==> src/hw/rtl/deq_pkg.sv <==
// Shared constants, codes and control types of the double-ended queue.
`timescale 1ns / 1ps

package deq_pkg;

  localparam int DEPTH  = 16;
  localparam int IDX_W  = $clog2(DEPTH);
  localparam int CNT_W  = $clog2(DEPTH + 1);
  localparam int SUM_W  = CNT_W + 1;
  localparam int DATA_W = 32;
  localparam int MODE_W = 3;
  localparam int STAT_W = 2;

  typedef enum logic [MODE_W-1:0] {
    MODE_PUSH_FRONT = 3'd0,
    MODE_PUSH_BACK  = 3'd1,
    MODE_POP_FRONT  = 3'd2,
    MODE_POP_BACK   = 3'd3,
    MODE_PEEK_FRONT = 3'd4,
    MODE_PEEK_BACK  = 3'd5
  } mode_e;

  typedef enum logic [STAT_W-1:0] {
    STATUS_DONE  = 2'd0,
    STATUS_EMPTY = 2'd1,
    STATUS_FULL  = 2'd2
  } status_e;

  typedef struct packed {
    logic    load;
    logic    wr;
    logic    rd;
    logic    take;
    logic    at_front;
    status_e status;
  } dp_cmd_t;

  typedef struct packed {
    logic empty;
    logic full;
  } dp_status_t;

endpackage

==> src/hw/rtl/deq_if.sv <==
// Request and response channel interfaces of the double-ended queue.
`timescale 1ns / 1ps

interface deq_req_if;
  logic                                valid;
  logic                                ready;
  logic [deq_pkg::MODE_W-1:0]          mode;
  logic signed [deq_pkg::DATA_W-1:0]   value;

  modport source (output valid, output mode, output value, input ready);
  modport sink (input valid, input mode, input value, output ready);
endinterface

interface deq_rsp_if;
  logic                                valid;
  logic                                ready;
  logic signed [deq_pkg::DATA_W-1:0]   result_value;
  logic [deq_pkg::STAT_W-1:0]          status;
  logic [deq_pkg::CNT_W-1:0]           occupancy;

  modport source (output valid, output result_value, output status, output occupancy,
                  input ready);
  modport sink (input valid, input result_value, input status, input occupancy,
                output ready);
endinterface

==> src/hw/rtl/deq_ctrl.sv <==
// Controller of the double-ended queue: handshakes and operation decode.
`timescale 1ns / 1ps

module deq_ctrl (
  input  logic                       clk_i,
  input  logic                       rst_ni,
  input  logic                       req_valid_i,
  output logic                       req_ready_o,
  input  logic [deq_pkg::MODE_W-1:0] req_mode_i,
  output logic                       rsp_valid_o,
  input  logic                       rsp_ready_i,
  input  deq_pkg::dp_status_t        dp_status_i,
  output deq_pkg::dp_cmd_t           dp_cmd_o
);
  import deq_pkg::*;

  typedef enum logic [1:0] {
    S_IDLE = 2'b01,
    S_RESP = 2'b10
  } state_e;

  state_e state_q, state_d;
  logic   accept;

  assign req_ready_o = (state_q == S_IDLE);
  assign rsp_valid_o = (state_q == S_RESP);
  assign accept      = req_valid_i && req_ready_o;

  always_comb begin
    state_d = state_q;
    unique case (state_q)
      S_IDLE: begin
        if (accept) state_d = S_RESP;
      end
      S_RESP: begin
        if (rsp_ready_i) state_d = S_IDLE;
      end
      default: state_d = S_IDLE;
    endcase
  end

  always_comb begin
    dp_cmd_o          = '0;
    dp_cmd_o.load     = accept;
    dp_cmd_o.status   = STATUS_DONE;
    unique case (mode_e'(req_mode_i))
      MODE_PUSH_FRONT, MODE_PUSH_BACK: begin
        dp_cmd_o.at_front = (mode_e'(req_mode_i) == MODE_PUSH_FRONT);
        if (dp_status_i.full) begin
          dp_cmd_o.status = STATUS_FULL;
        end else begin
          dp_cmd_o.wr = 1'b1;
        end
      end
      MODE_POP_FRONT, MODE_POP_BACK, MODE_PEEK_FRONT, MODE_PEEK_BACK: begin
        dp_cmd_o.at_front = (mode_e'(req_mode_i) == MODE_POP_FRONT) ||
                            (mode_e'(req_mode_i) == MODE_PEEK_FRONT);
        if (dp_status_i.empty) begin
          dp_cmd_o.status = STATUS_EMPTY;
        end else begin
          dp_cmd_o.rd   = 1'b1;
          dp_cmd_o.take = (mode_e'(req_mode_i) == MODE_POP_FRONT) ||
                          (mode_e'(req_mode_i) == MODE_POP_BACK);
        end
      end
      default: ;
    endcase
  end

  always_ff @(posedge clk_i or negedge rst_ni) begin
    if (!rst_ni) begin
      state_q <= S_IDLE;
    end else begin
      state_q <= state_d;
    end
  end

endmodule

==> src/hw/rtl/deq_datapath.sv <==
// Datapath of the double-ended queue: ring store, front index, count and result registers.
`timescale 1ns / 1ps

module deq_datapath (
  input  logic                              clk_i,
  input  logic                              rst_ni,
  input  deq_pkg::dp_cmd_t                  dp_cmd_i,
  output deq_pkg::dp_status_t               dp_status_o,
  input  logic signed [deq_pkg::DATA_W-1:0] value_i,
  output logic signed [deq_pkg::DATA_W-1:0] result_value_o,
  output logic [deq_pkg::STAT_W-1:0]        status_o,
  output logic [deq_pkg::CNT_W-1:0]         occupancy_o
);
  import deq_pkg::*;

  logic [DATA_W-1:0] mem [DEPTH];

  logic [IDX_W-1:0]  front_q;
  logic [CNT_W-1:0]  count_q;
  status_e           status_q;
  logic              hit_q;
  logic [DATA_W-1:0] rd_data_q;

  logic [SUM_W-1:0]  back_raw, tail_raw;
  logic [IDX_W-1:0]  back_pos, tail_pos, front_dec, front_inc, wr_addr, rd_addr;

  always_comb begin
    back_raw  = SUM_W'(front_q) + SUM_W'(count_q);
    tail_raw  = back_raw - SUM_W'(1);
    back_pos  = (back_raw >= SUM_W'(DEPTH)) ? IDX_W'(back_raw - SUM_W'(DEPTH))
                                            : IDX_W'(back_raw);
    tail_pos  = (tail_raw >= SUM_W'(DEPTH)) ? IDX_W'(tail_raw - SUM_W'(DEPTH))
                                            : IDX_W'(tail_raw);
    front_dec = (front_q == '0) ? IDX_W'(DEPTH - 1) : front_q - IDX_W'(1);
    front_inc = (front_q == IDX_W'(DEPTH - 1)) ? '0 : front_q + IDX_W'(1);
    wr_addr   = dp_cmd_i.at_front ? front_dec : back_pos;
    rd_addr   = dp_cmd_i.at_front ? front_q : tail_pos;
  end

  assign dp_status_o.empty = (count_q == '0);
  assign dp_status_o.full  = (count_q == CNT_W'(DEPTH));

  always_ff @(posedge clk_i) begin
    if (dp_cmd_i.load && dp_cmd_i.wr) begin
      mem[wr_addr] <= value_i;
    end
    if (dp_cmd_i.load && dp_cmd_i.rd) begin
      rd_data_q <= mem[rd_addr];
    end
  end

  always_ff @(posedge clk_i or negedge rst_ni) begin
    if (!rst_ni) begin
      front_q  <= '0;
      count_q  <= '0;
      status_q <= STATUS_DONE;
      hit_q    <= 1'b0;
    end else if (dp_cmd_i.load) begin
      status_q <= dp_cmd_i.status;
      hit_q    <= dp_cmd_i.rd;
      if (dp_cmd_i.wr) begin
        count_q <= count_q + CNT_W'(1);
        if (dp_cmd_i.at_front) front_q <= front_dec;
      end else if (dp_cmd_i.rd && dp_cmd_i.take) begin
        count_q <= count_q - CNT_W'(1);
        if (dp_cmd_i.at_front) front_q <= front_inc;
      end
    end
  end

  assign result_value_o = hit_q ? rd_data_q : '0;
  assign status_o       = status_q;
  assign occupancy_o    = count_q;

  a_count_bound: assert property (@(posedge clk_i) disable iff (!rst_ni)
    count_q <= CNT_W'(DEPTH))
    else $error("Element count exceeds the queue depth.");

  a_push_grows: assert property (@(posedge clk_i) disable iff (!rst_ni)
    dp_cmd_i.load && dp_cmd_i.wr |=> count_q == $past(count_q) + CNT_W'(1))
    else $error("A successful push did not grow the count by one.");

  a_back_pop_front: assert property (@(posedge clk_i) disable iff (!rst_ni)
    dp_cmd_i.load && dp_cmd_i.rd && !dp_cmd_i.at_front |=> $stable(front_q))
    else $error("A back-end read moved the front index.");

  a_failed_holds: assert property (@(posedge clk_i) disable iff (!rst_ni)
    dp_cmd_i.load && dp_cmd_i.status != STATUS_DONE |=> $stable(count_q) && $stable(front_q))
    else $error("A rejected transaction changed the queue.");

endmodule

==> src/hw/rtl/double_ended_queue.sv <==
// Top level of the double-ended queue: channel wiring of controller and datapath.
//
// A bounded deque of 16 signed 32-bit elements held in a ring. Each request
// transaction on req_i carries a mode (push front, push back, pop front, pop
// back, peek front, peek back) and a value used by pushes. Every request
// produces exactly one response transaction on rsp_o with the removed or
// peeked value, a status (done, empty, full) and the occupancy afterwards.
// Pops and peeks on an empty queue, and pushes on a full one, report the
// condition, return zero and leave the queue untouched.
// A request is taken and its response is valid from the next cycle; the
// ring store is read on the accepting edge into a registered read port.
// One request is in flight at a time, so req_i.ready stays low until the
// response of the last request has been taken.
// While rsp_o.ready is low the response holds and req_i.ready stays low.
// Reset empties the queue at once: front index and count return to zero
// and no response is pending; the store contents need no clearing.
`timescale 1ns / 1ps

module double_ended_queue (
  input  logic      clk_i,
  input  logic      rst_ni,
  deq_req_if.sink   req_i,
  deq_rsp_if.source rsp_o
);
  import deq_pkg::*;

  dp_cmd_t    dp_cmd;
  dp_status_t dp_status;

  deq_ctrl u_ctrl (
    .clk_i       (clk_i),
    .rst_ni      (rst_ni),
    .req_valid_i (req_i.valid),
    .req_ready_o (req_i.ready),
    .req_mode_i  (req_i.mode),
    .rsp_valid_o (rsp_o.valid),
    .rsp_ready_i (rsp_o.ready),
    .dp_status_i (dp_status),
    .dp_cmd_o    (dp_cmd)
  );

  deq_datapath u_datapath (
    .clk_i          (clk_i),
    .rst_ni         (rst_ni),
    .dp_cmd_i       (dp_cmd),
    .dp_status_o    (dp_status),
    .value_i        (req_i.value),
    .result_value_o (rsp_o.result_value),
    .status_o       (rsp_o.status),
    .occupancy_o    (rsp_o.occupancy)
  );

endmodule

==> src/flat_wrapper.sv <==
// flat-port wrapper written by rule: the top's interface ports become plain ports
module double_ended_queue_flat import deq_pkg::*;
  (clk_i, rst_ni, req_i_valid, req_i_mode, req_i_value, req_i_ready, rsp_o_valid, rsp_o_result_value, rsp_o_status, rsp_o_occupancy, rsp_o_ready);
  deq_req_if req_i_i ();
  deq_rsp_if rsp_o_i ();
  input  logic clk_i;
  input  logic rst_ni;
  input wire logic [$bits(req_i_i.valid)-1:0] req_i_valid;
  input wire logic [$bits(req_i_i.mode)-1:0] req_i_mode;
  input wire logic [$bits(req_i_i.value)-1:0] req_i_value;
  output wire logic [$bits(req_i_i.ready)-1:0] req_i_ready;
  output wire logic [$bits(rsp_o_i.valid)-1:0] rsp_o_valid;
  output wire logic [$bits(rsp_o_i.result_value)-1:0] rsp_o_result_value;
  output wire logic [$bits(rsp_o_i.status)-1:0] rsp_o_status;
  output wire logic [$bits(rsp_o_i.occupancy)-1:0] rsp_o_occupancy;
  input wire logic [$bits(rsp_o_i.ready)-1:0] rsp_o_ready;
  assign req_i_i.valid = req_i_valid;
  assign req_i_i.mode = req_i_mode;
  assign req_i_i.value = req_i_value;
  assign req_i_ready = req_i_i.ready;
  assign rsp_o_valid = rsp_o_i.valid;
  assign rsp_o_result_value = rsp_o_i.result_value;
  assign rsp_o_status = rsp_o_i.status;
  assign rsp_o_occupancy = rsp_o_i.occupancy;
  assign rsp_o_i.ready = rsp_o_ready;
  double_ended_queue u_core (.clk_i(clk_i), .rst_ni(rst_ni), .req_i(req_i_i), .rsp_o(rsp_o_i));
endmodule
==> config.mk <==
export PLATFORM = sky130hd
export DESIGN_NAME = double_ended_queue_flat
export DESIGN_NICKNAME = d
export VERILOG_FILES = /design/src/hw/rtl/deq_pkg.sv /design/src/hw/rtl/deq_if.sv /design/src/hw/rtl/deq_ctrl.sv /design/src/hw/rtl/deq_datapath.sv /design/src/hw/rtl/double_ended_queue.sv /design/src/flat_wrapper.sv
export SDC_FILE = /design/constraint.sdc
export NUM_CORES = 1
export LEC_CHECK = 0
export BUFFER_PORTS_ARGS = -buffer_cell sky130_fd_sc_hd__buf_2
export CAP_MARGIN = 20
export CORE_MARGIN = 1
export CORE_UTILIZATION = 60
export DETAILED_ROUTE_END_ITERATION = 10
export GPL_TIMING_DRIVEN = 1
export PLACE_DENSITY_LB_ADDON = 0.05
export SLEW_MARGIN = 20
export SYNTH_ARGS = -nofsm -noshare
export SYNTH_HDL_FRONTEND = slang
export SYNTH_HIERARCHICAL = 1
export SYNTH_SLANG_ARGS = --single-unit
==> constraint.sdc <==
create_clock -name clk_i -period 6.11 [get_ports clk_i]
set_input_delay 0.611 -clock clk_i [delete_from_list [all_inputs] [get_ports clk_i]]
set_output_delay 0.611 -clock clk_i [all_outputs]
set_load 0.02 [all_outputs]
Word level (Yosys, flattened, before mapping)
Memories as Yosys holds them, arrays and structs flattened. A register that Yosys moved wholly into a read port is not among the register bits.
Cells that the tools add are included.
Operators by class
  eq/ne operators: 13
  multiplexer cells: 25
  $lt $le $gt $ge: 2
  reductions and logical operators: 15
  add/subtract/negate cells: 8
Operators with widths (number)
  4-bit two-way mux: 10
  32-bit two-way mux: 1
  6-bit by 5-bit greater-or-equal comparator with 1-bit output (second input constant): 2
  4-bit by 1-bit subtractor with 4-bit output (second input constant): 3
  2-bit two-way mux: 5
  5-bit two-way mux: 2
  4-bit by 5-bit adder with 6-bit output: 1
  3-bit by 2-bit == test with 1-bit output (second input constant): 2
  3-bit == test (second input constant): 2
  3-bit one-hot mux with 2 select lines: 1
  6-bit by 1-bit subtractor with 6-bit output (second input constant): 1
  5-bit by 1-bit adder with 5-bit output (second input constant): 1
  5-bit == test (second input constant): 1
  5-bit logical NOT: 1
  1-bit two-way mux: 5
  5-bit by 1-bit subtractor with 5-bit output (second input constant): 1
  4-bit by 1-bit adder with 4-bit output (second input constant): 1
  4-bit == test (second input constant): 1
  1-bit logical AND: 4
  4-bit logical NOT: 1
  2-bit by 1-bit != test with 1-bit output (second input constant): 2
  2-bit != test (second input constant): 2
  2-bit one-hot mux with 2 select lines: 1
  2-bit AND reduction: 2
  other kinds (9): 10
Storage, ports and cells
  RAM bits: 512
  logic and storage cells: 69
  memories kept: 1
  register bits after elaboration: 14
Memory list
  u_core.u_datapath.mem: depth 16, bits a word 32, rd ports 1, clocked after Yosys merged registers in 1, wr ports 1, line deq_datapath.sv:16  | logic [DATA_W-1:0] mem [DEPTH];

Logic depth before layout (Yosys ltp)
  word-level depth: 7
  depth in mapped cells: 11
  mapped depth without buffers: 10

Cells and area by module
The synthesis kept the hierarchy.
Modules (own cells, without submodules)
  deq_datapath: cells each 1081, instances 1, area an instance 22072.4 µm²
  deq_ctrl: cells each 21, instances 1, area an instance 187.7 µm²

Least setup slack after synthesis
No wires, ideal clock.
  path kind: input-to-reg
  from: in req_i_mode[1]
  to: mem u_core.u_datapath.mem[13][0] (enable)
  stages: 8
  required time: 5649 ps
  arrival: 4143 ps
  setup time: 461 ps
  path buffers: 2
  slack: 1505 ps
  path through: ha_1 > a211oi_1 > buf_2 > buf_1 > a21oi_1 > nor2_1 > nand2_1 > nor3_1
RTL lines
  start: declaration: line flat_wrapper.sv:9  | input wire logic [$bits(req_i_i.mode)-1:0] req_i_mode;
  end: declaration: line deq_datapath.sv:16

Worst setup path after layout
  from: reg u_core.u_datapath.front_q[0]
  to: reg u_core.u_datapath.rd_data_q[7] (read register of u_core.u_datapath.mem), data pin
Between the ends
  longest elaborated chain between the ends: 5
Ends and longest elaborated chain
  start: declaration: line deq_datapath.sv:18  | logic [IDX_W-1:0] front_q;
  start signal: assignment: line deq_datapath.sv:63  | if (dp_cmd_i.at_front) front_q <= front_dec;
  start signal: assignment: line deq_datapath.sv:66  | if (dp_cmd_i.at_front) front_q <= front_inc;
  4-bit by 5-bit adder with 6-bit output: line deq_datapath.sv:28  | back_raw = SUM_W'(front_q) + SUM_W'(count_q);
  6-bit by 1-bit subtractor with 6-bit output: line deq_datapath.sv:29  | tail_raw = back_raw - SUM_W'(1);
  6-bit by 5-bit greater-or-equal comparator with 1-bit output / 4-bit by 1-bit subtractor with 4-bit output (equally long branches): line deq_datapath.sv:32  | tail_pos = (tail_raw >= SUM_W'(DEPTH)) ? IDX_W'(tail_raw - SUM_W'(DEPTH))
  4-bit two-way mux: line deq_datapath.sv:32
  4-bit two-way mux *: line deq_datapath.sv:37  | rd_addr = dp_cmd_i.at_front ? front_q : tail_pos;
  end: declaration: line deq_datapath.sv:22  | logic [DATA_W-1:0] rd_data_q;
Mark *: on every way between the ends. The rest lies on a longest branch, timed or not.
A chain may end at the register's enable or synchronous reset.

==> impl_metrics.toml <==
[setup_path]
crit_top_cell = "ha_1"
cp-start-kind = "register"
endpoint_kind = "register"
worstPathCellList = "ha_1, fa_1, inv_1, ha_1, xnor2_1, o21ai_4, or2_2, buf_4, o221ai_1, a32oi_1"
rr_startpoint = "u_core/u_datapath/front_q[0]$_DFFE_PN0P_"
rr_worst_depth = 10
crit_type = "register to register"
critPathSlowestCell = "or2_2"
r2r_end = "u_core/u_datapath/rd_data_q[7]$_DFFE_PP_"
cp.required_ns = 6.55
max_stage_delay_ns = 0.85
crit_arrival_ns = 4.42
crit_start = "u_core/u_datapath/front_q[0]$_DFFE_PN0P_"
rrSetupSlack_ns = 2.13
cp_max_fo = 37
crit_end = "u_core/u_datapath/rd_data_q[7]$_DFFE_PP_"

[floorplanning]
initial_core_util_pct = 60.9
die-area_um2 = 37900
rows = 70
core-area_um2 = 36500
die_w_um = 195
io_pins = 80
die_h_um = 195

[placed_design]
gp_congestion = 0.779
io_buffers = 79
dp_hpwl_mm = 26.7

[routing]
drt_iter0_drc = 952
drc_errors = 0
drt-total-wl_mm = 50.9
ant_nets = 0
drt_first_pass_iters = 5
routedWlPerCell_um = 29.6
num_vias = 11700
avgViaCountPerCell = 6.82

[cts]
cts_resized = 0
cts_buffers = 54
worstSkewPairLatency_ns = 0.61
cts.sinks = 558
cts_tree = "done"
htree_num_levels = 2
root_buffer = "clkbuf_16"
cts_max_path_buffers = 3
postCtsSetupBuffers = 0
postCtsHoldBufs = 1
clk_pin_slew_worst_paths_ns = 0.06

[layout]
mostFrequentLayoutCells = "edfxtp_1, mux4_2, buf_2, o221ai_1, clkbuf_16"
area_growth_pct = 13.1
num_antenna_cells = 0
final_common_cell = "edfxtp_1"
fin_nets = 1262
drive_above_1_share_pct = 28.6

[logic_synthesis]
synth_top_cell_by_area = "edfxtp_1"
async_flop_share_pct = 2.51
synthMuxAreaShare_pct = 13.1
synth_top_area_share_pct = 73.4
synth.distinct_cells = 43
netlist_area_um2 = 22300
synth_xor_xnor_area_share_pct = 0.714
syn-num-nets = 1155
synth_area_leaders = "edfxtp_1, mux4_2, o221ai_1"
synth_top_flop_cell = "edfxtp_1"
yosysWarnings = 6
synth.avg_cell_area_um2 = 20.2
synthAdderAreaFrac_pct = 0.854
synth_top_family_by_area = "multiplexers"
synth-compound-area-share_pct = 5.56
seq_area_frac_synth_pct = 75.0
synthSimpleGateAreaFrac_pct = 3.04
netlist_instances = 1102
synth-seq-cells = 558
synth_edf_count = 544

[sta]
worst_clock_skew_ns = 0.0146
worst_pin_slew_ns = 1.07
finalCritPeriodShare_pct = 65.1
fin_crit_ns = 3.98
final.setup.tns_ns = 0
setup_viol = 0
hold_slack_ns = 0.209
relSlewSlack_pct = 28.5
max_freq_ghz = 0.251
final_hold_viol_count = 0
drv_slew = 0
rsz0062_at_grt = "no"

[global_routing]
grt_pass1_vias = 11800
globalRouteOverflowTotal = 0
grt_start_max_net_pins = 95
antenna_found_initial = 1
grt_pass1_wl_mm = 75.3
grt_usage_pct = 27.9

[run_status]
status = "completed"

[flow_run]
drv_cap = 0

[min_path]
hold_path.class = "input port to register"
==> metrics by stage <==
step                      setup WS [ns]  utilization, %  cell area, um2  instances
final                              2.13            69.0           25200       1721
after global routing               1.96            69.0           25200       1721
after CTS                          2.18            68.9           25200       1720
after detailed placement           2.16            64.3           23500       1619
after global placement             2.22            64.3           23500       1619
after floorplan                    1.51               -           22300       1102
==> layout make-up <==
type	instances	area, um2
Multi-Input combinational cell	456	5340
Sequential cell	558	16700
Timing Repair Buffer	125	831
Inverter	14	52.6
Fill cell	2301	11300
Clock buffer	69	1430
Tap cell	468	586
Clock inverter	31	259
==> logic make-up (layout without fill, tap and decap cells) <==
family | after synthesis | count (layout)
buf+inv | 88 | 239
simple gates | 129 | 129
flops | 558 | 558
compound gates | 168 | 168
xor+xnor | 14 | 14
fa+ha+maj | 14 | 14
mux | 131 | 131
==> synth_stat cells (2+ instances only) <==
| master | count |
|---|---|
| and2_1 | 36 |
| buf_2 | 40 |
| mux2_2 | 3 |
| a21o_1 | 4 |
| o21ai_1 | 10 |
| xnor2_1 | 6 |
| mux4_2 | 128 |
| buf_4 | 2 |
| nor3_1 | 19 |
| ha_1 | 12 |
| clkbuf_2 | 4 |
| nor2_1 | 9 |
| o221ai_1 | 64 |
| a21oi_1 | 11 |
| nor2b_1 | 4 |
| o21a_1 | 3 |
| nand2_1 | 19 |
| edfxtp_1 | 544 |
| o21ai_0 | 38 |
| dfrtp_1 | 13 |
| a21oi_2 | 2 |
| buf_1 | 4 |
| fa_1 | 2 |
| xor2_1 | 5 |
| inv_1 | 14 |
| nand3_1 | 34 |
| a32oi_1 | 32 |
| nand2b_1 | 2 |
| clkbuf_1 | 24 |
==> worst min path at each step <==
stage          depth (start not counted)                                      start                                   endpoint  slack [ns]
2_1_floorplan                          0                                     rst_ni       u_core/u_ctrl/state_q[1]$_DFFE_PN0P_        0.32
3_3_place_gp                           1  u_core/u_datapath/status_o[1]$_DFFE_PN0P_  u_core/u_datapath/status_o[1]$_DFFE_PN0P_        0.49
3_5_place_dp                           1  u_core/u_datapath/status_o[1]$_DFFE_PN0P_  u_core/u_datapath/status_o[1]$_DFFE_PN0P_        0.49
4_1_cts                                2                                rsp_o_ready       u_core/u_ctrl/state_q[1]$_DFFE_PN0P_        0.18
5_1_grt                                2                                rsp_o_ready       u_core/u_ctrl/state_q[1]$_DFFE_PN0P_        0.21
6_report                               2                                rsp_o_ready       u_core/u_ctrl/state_q[1]$_DFFE_PN0P_        0.21
==> routing by layer <==
layer  GRT usage, %  wire length [um]
met2           43.5             24300
met1           40.6             20500
met4           9.29              1370
met5              0                17
met3           4.79              4700
==> state kept, by name, summed over array words and instances (netlist names) <==
signal	count
u_core/u_datapath/front_q	4
u_core/u_datapath/rd_data_q	32
u_core/u_datapath/status_o	2
u_core/u_ctrl/state_q	2
u_core/u_datapath/hit_q	1
u_core/u_datapath/mem	512
u_core/u_datapath/occupancy_o	5
==> worst max-delay path, delay by kind of cell, from the launching register on <==
kind	cells	cell delay, ns
compound gates	3	0.75
xor+xnor	1	0.15
fa+ha+maj	3	1.05
buf+inv	2	0.46
flops	1	0.54
simple gates	1	0.85
Power is not shown: default switching activity piles up to over one toggle a cycle in this logic, so the estimate is an artifact.
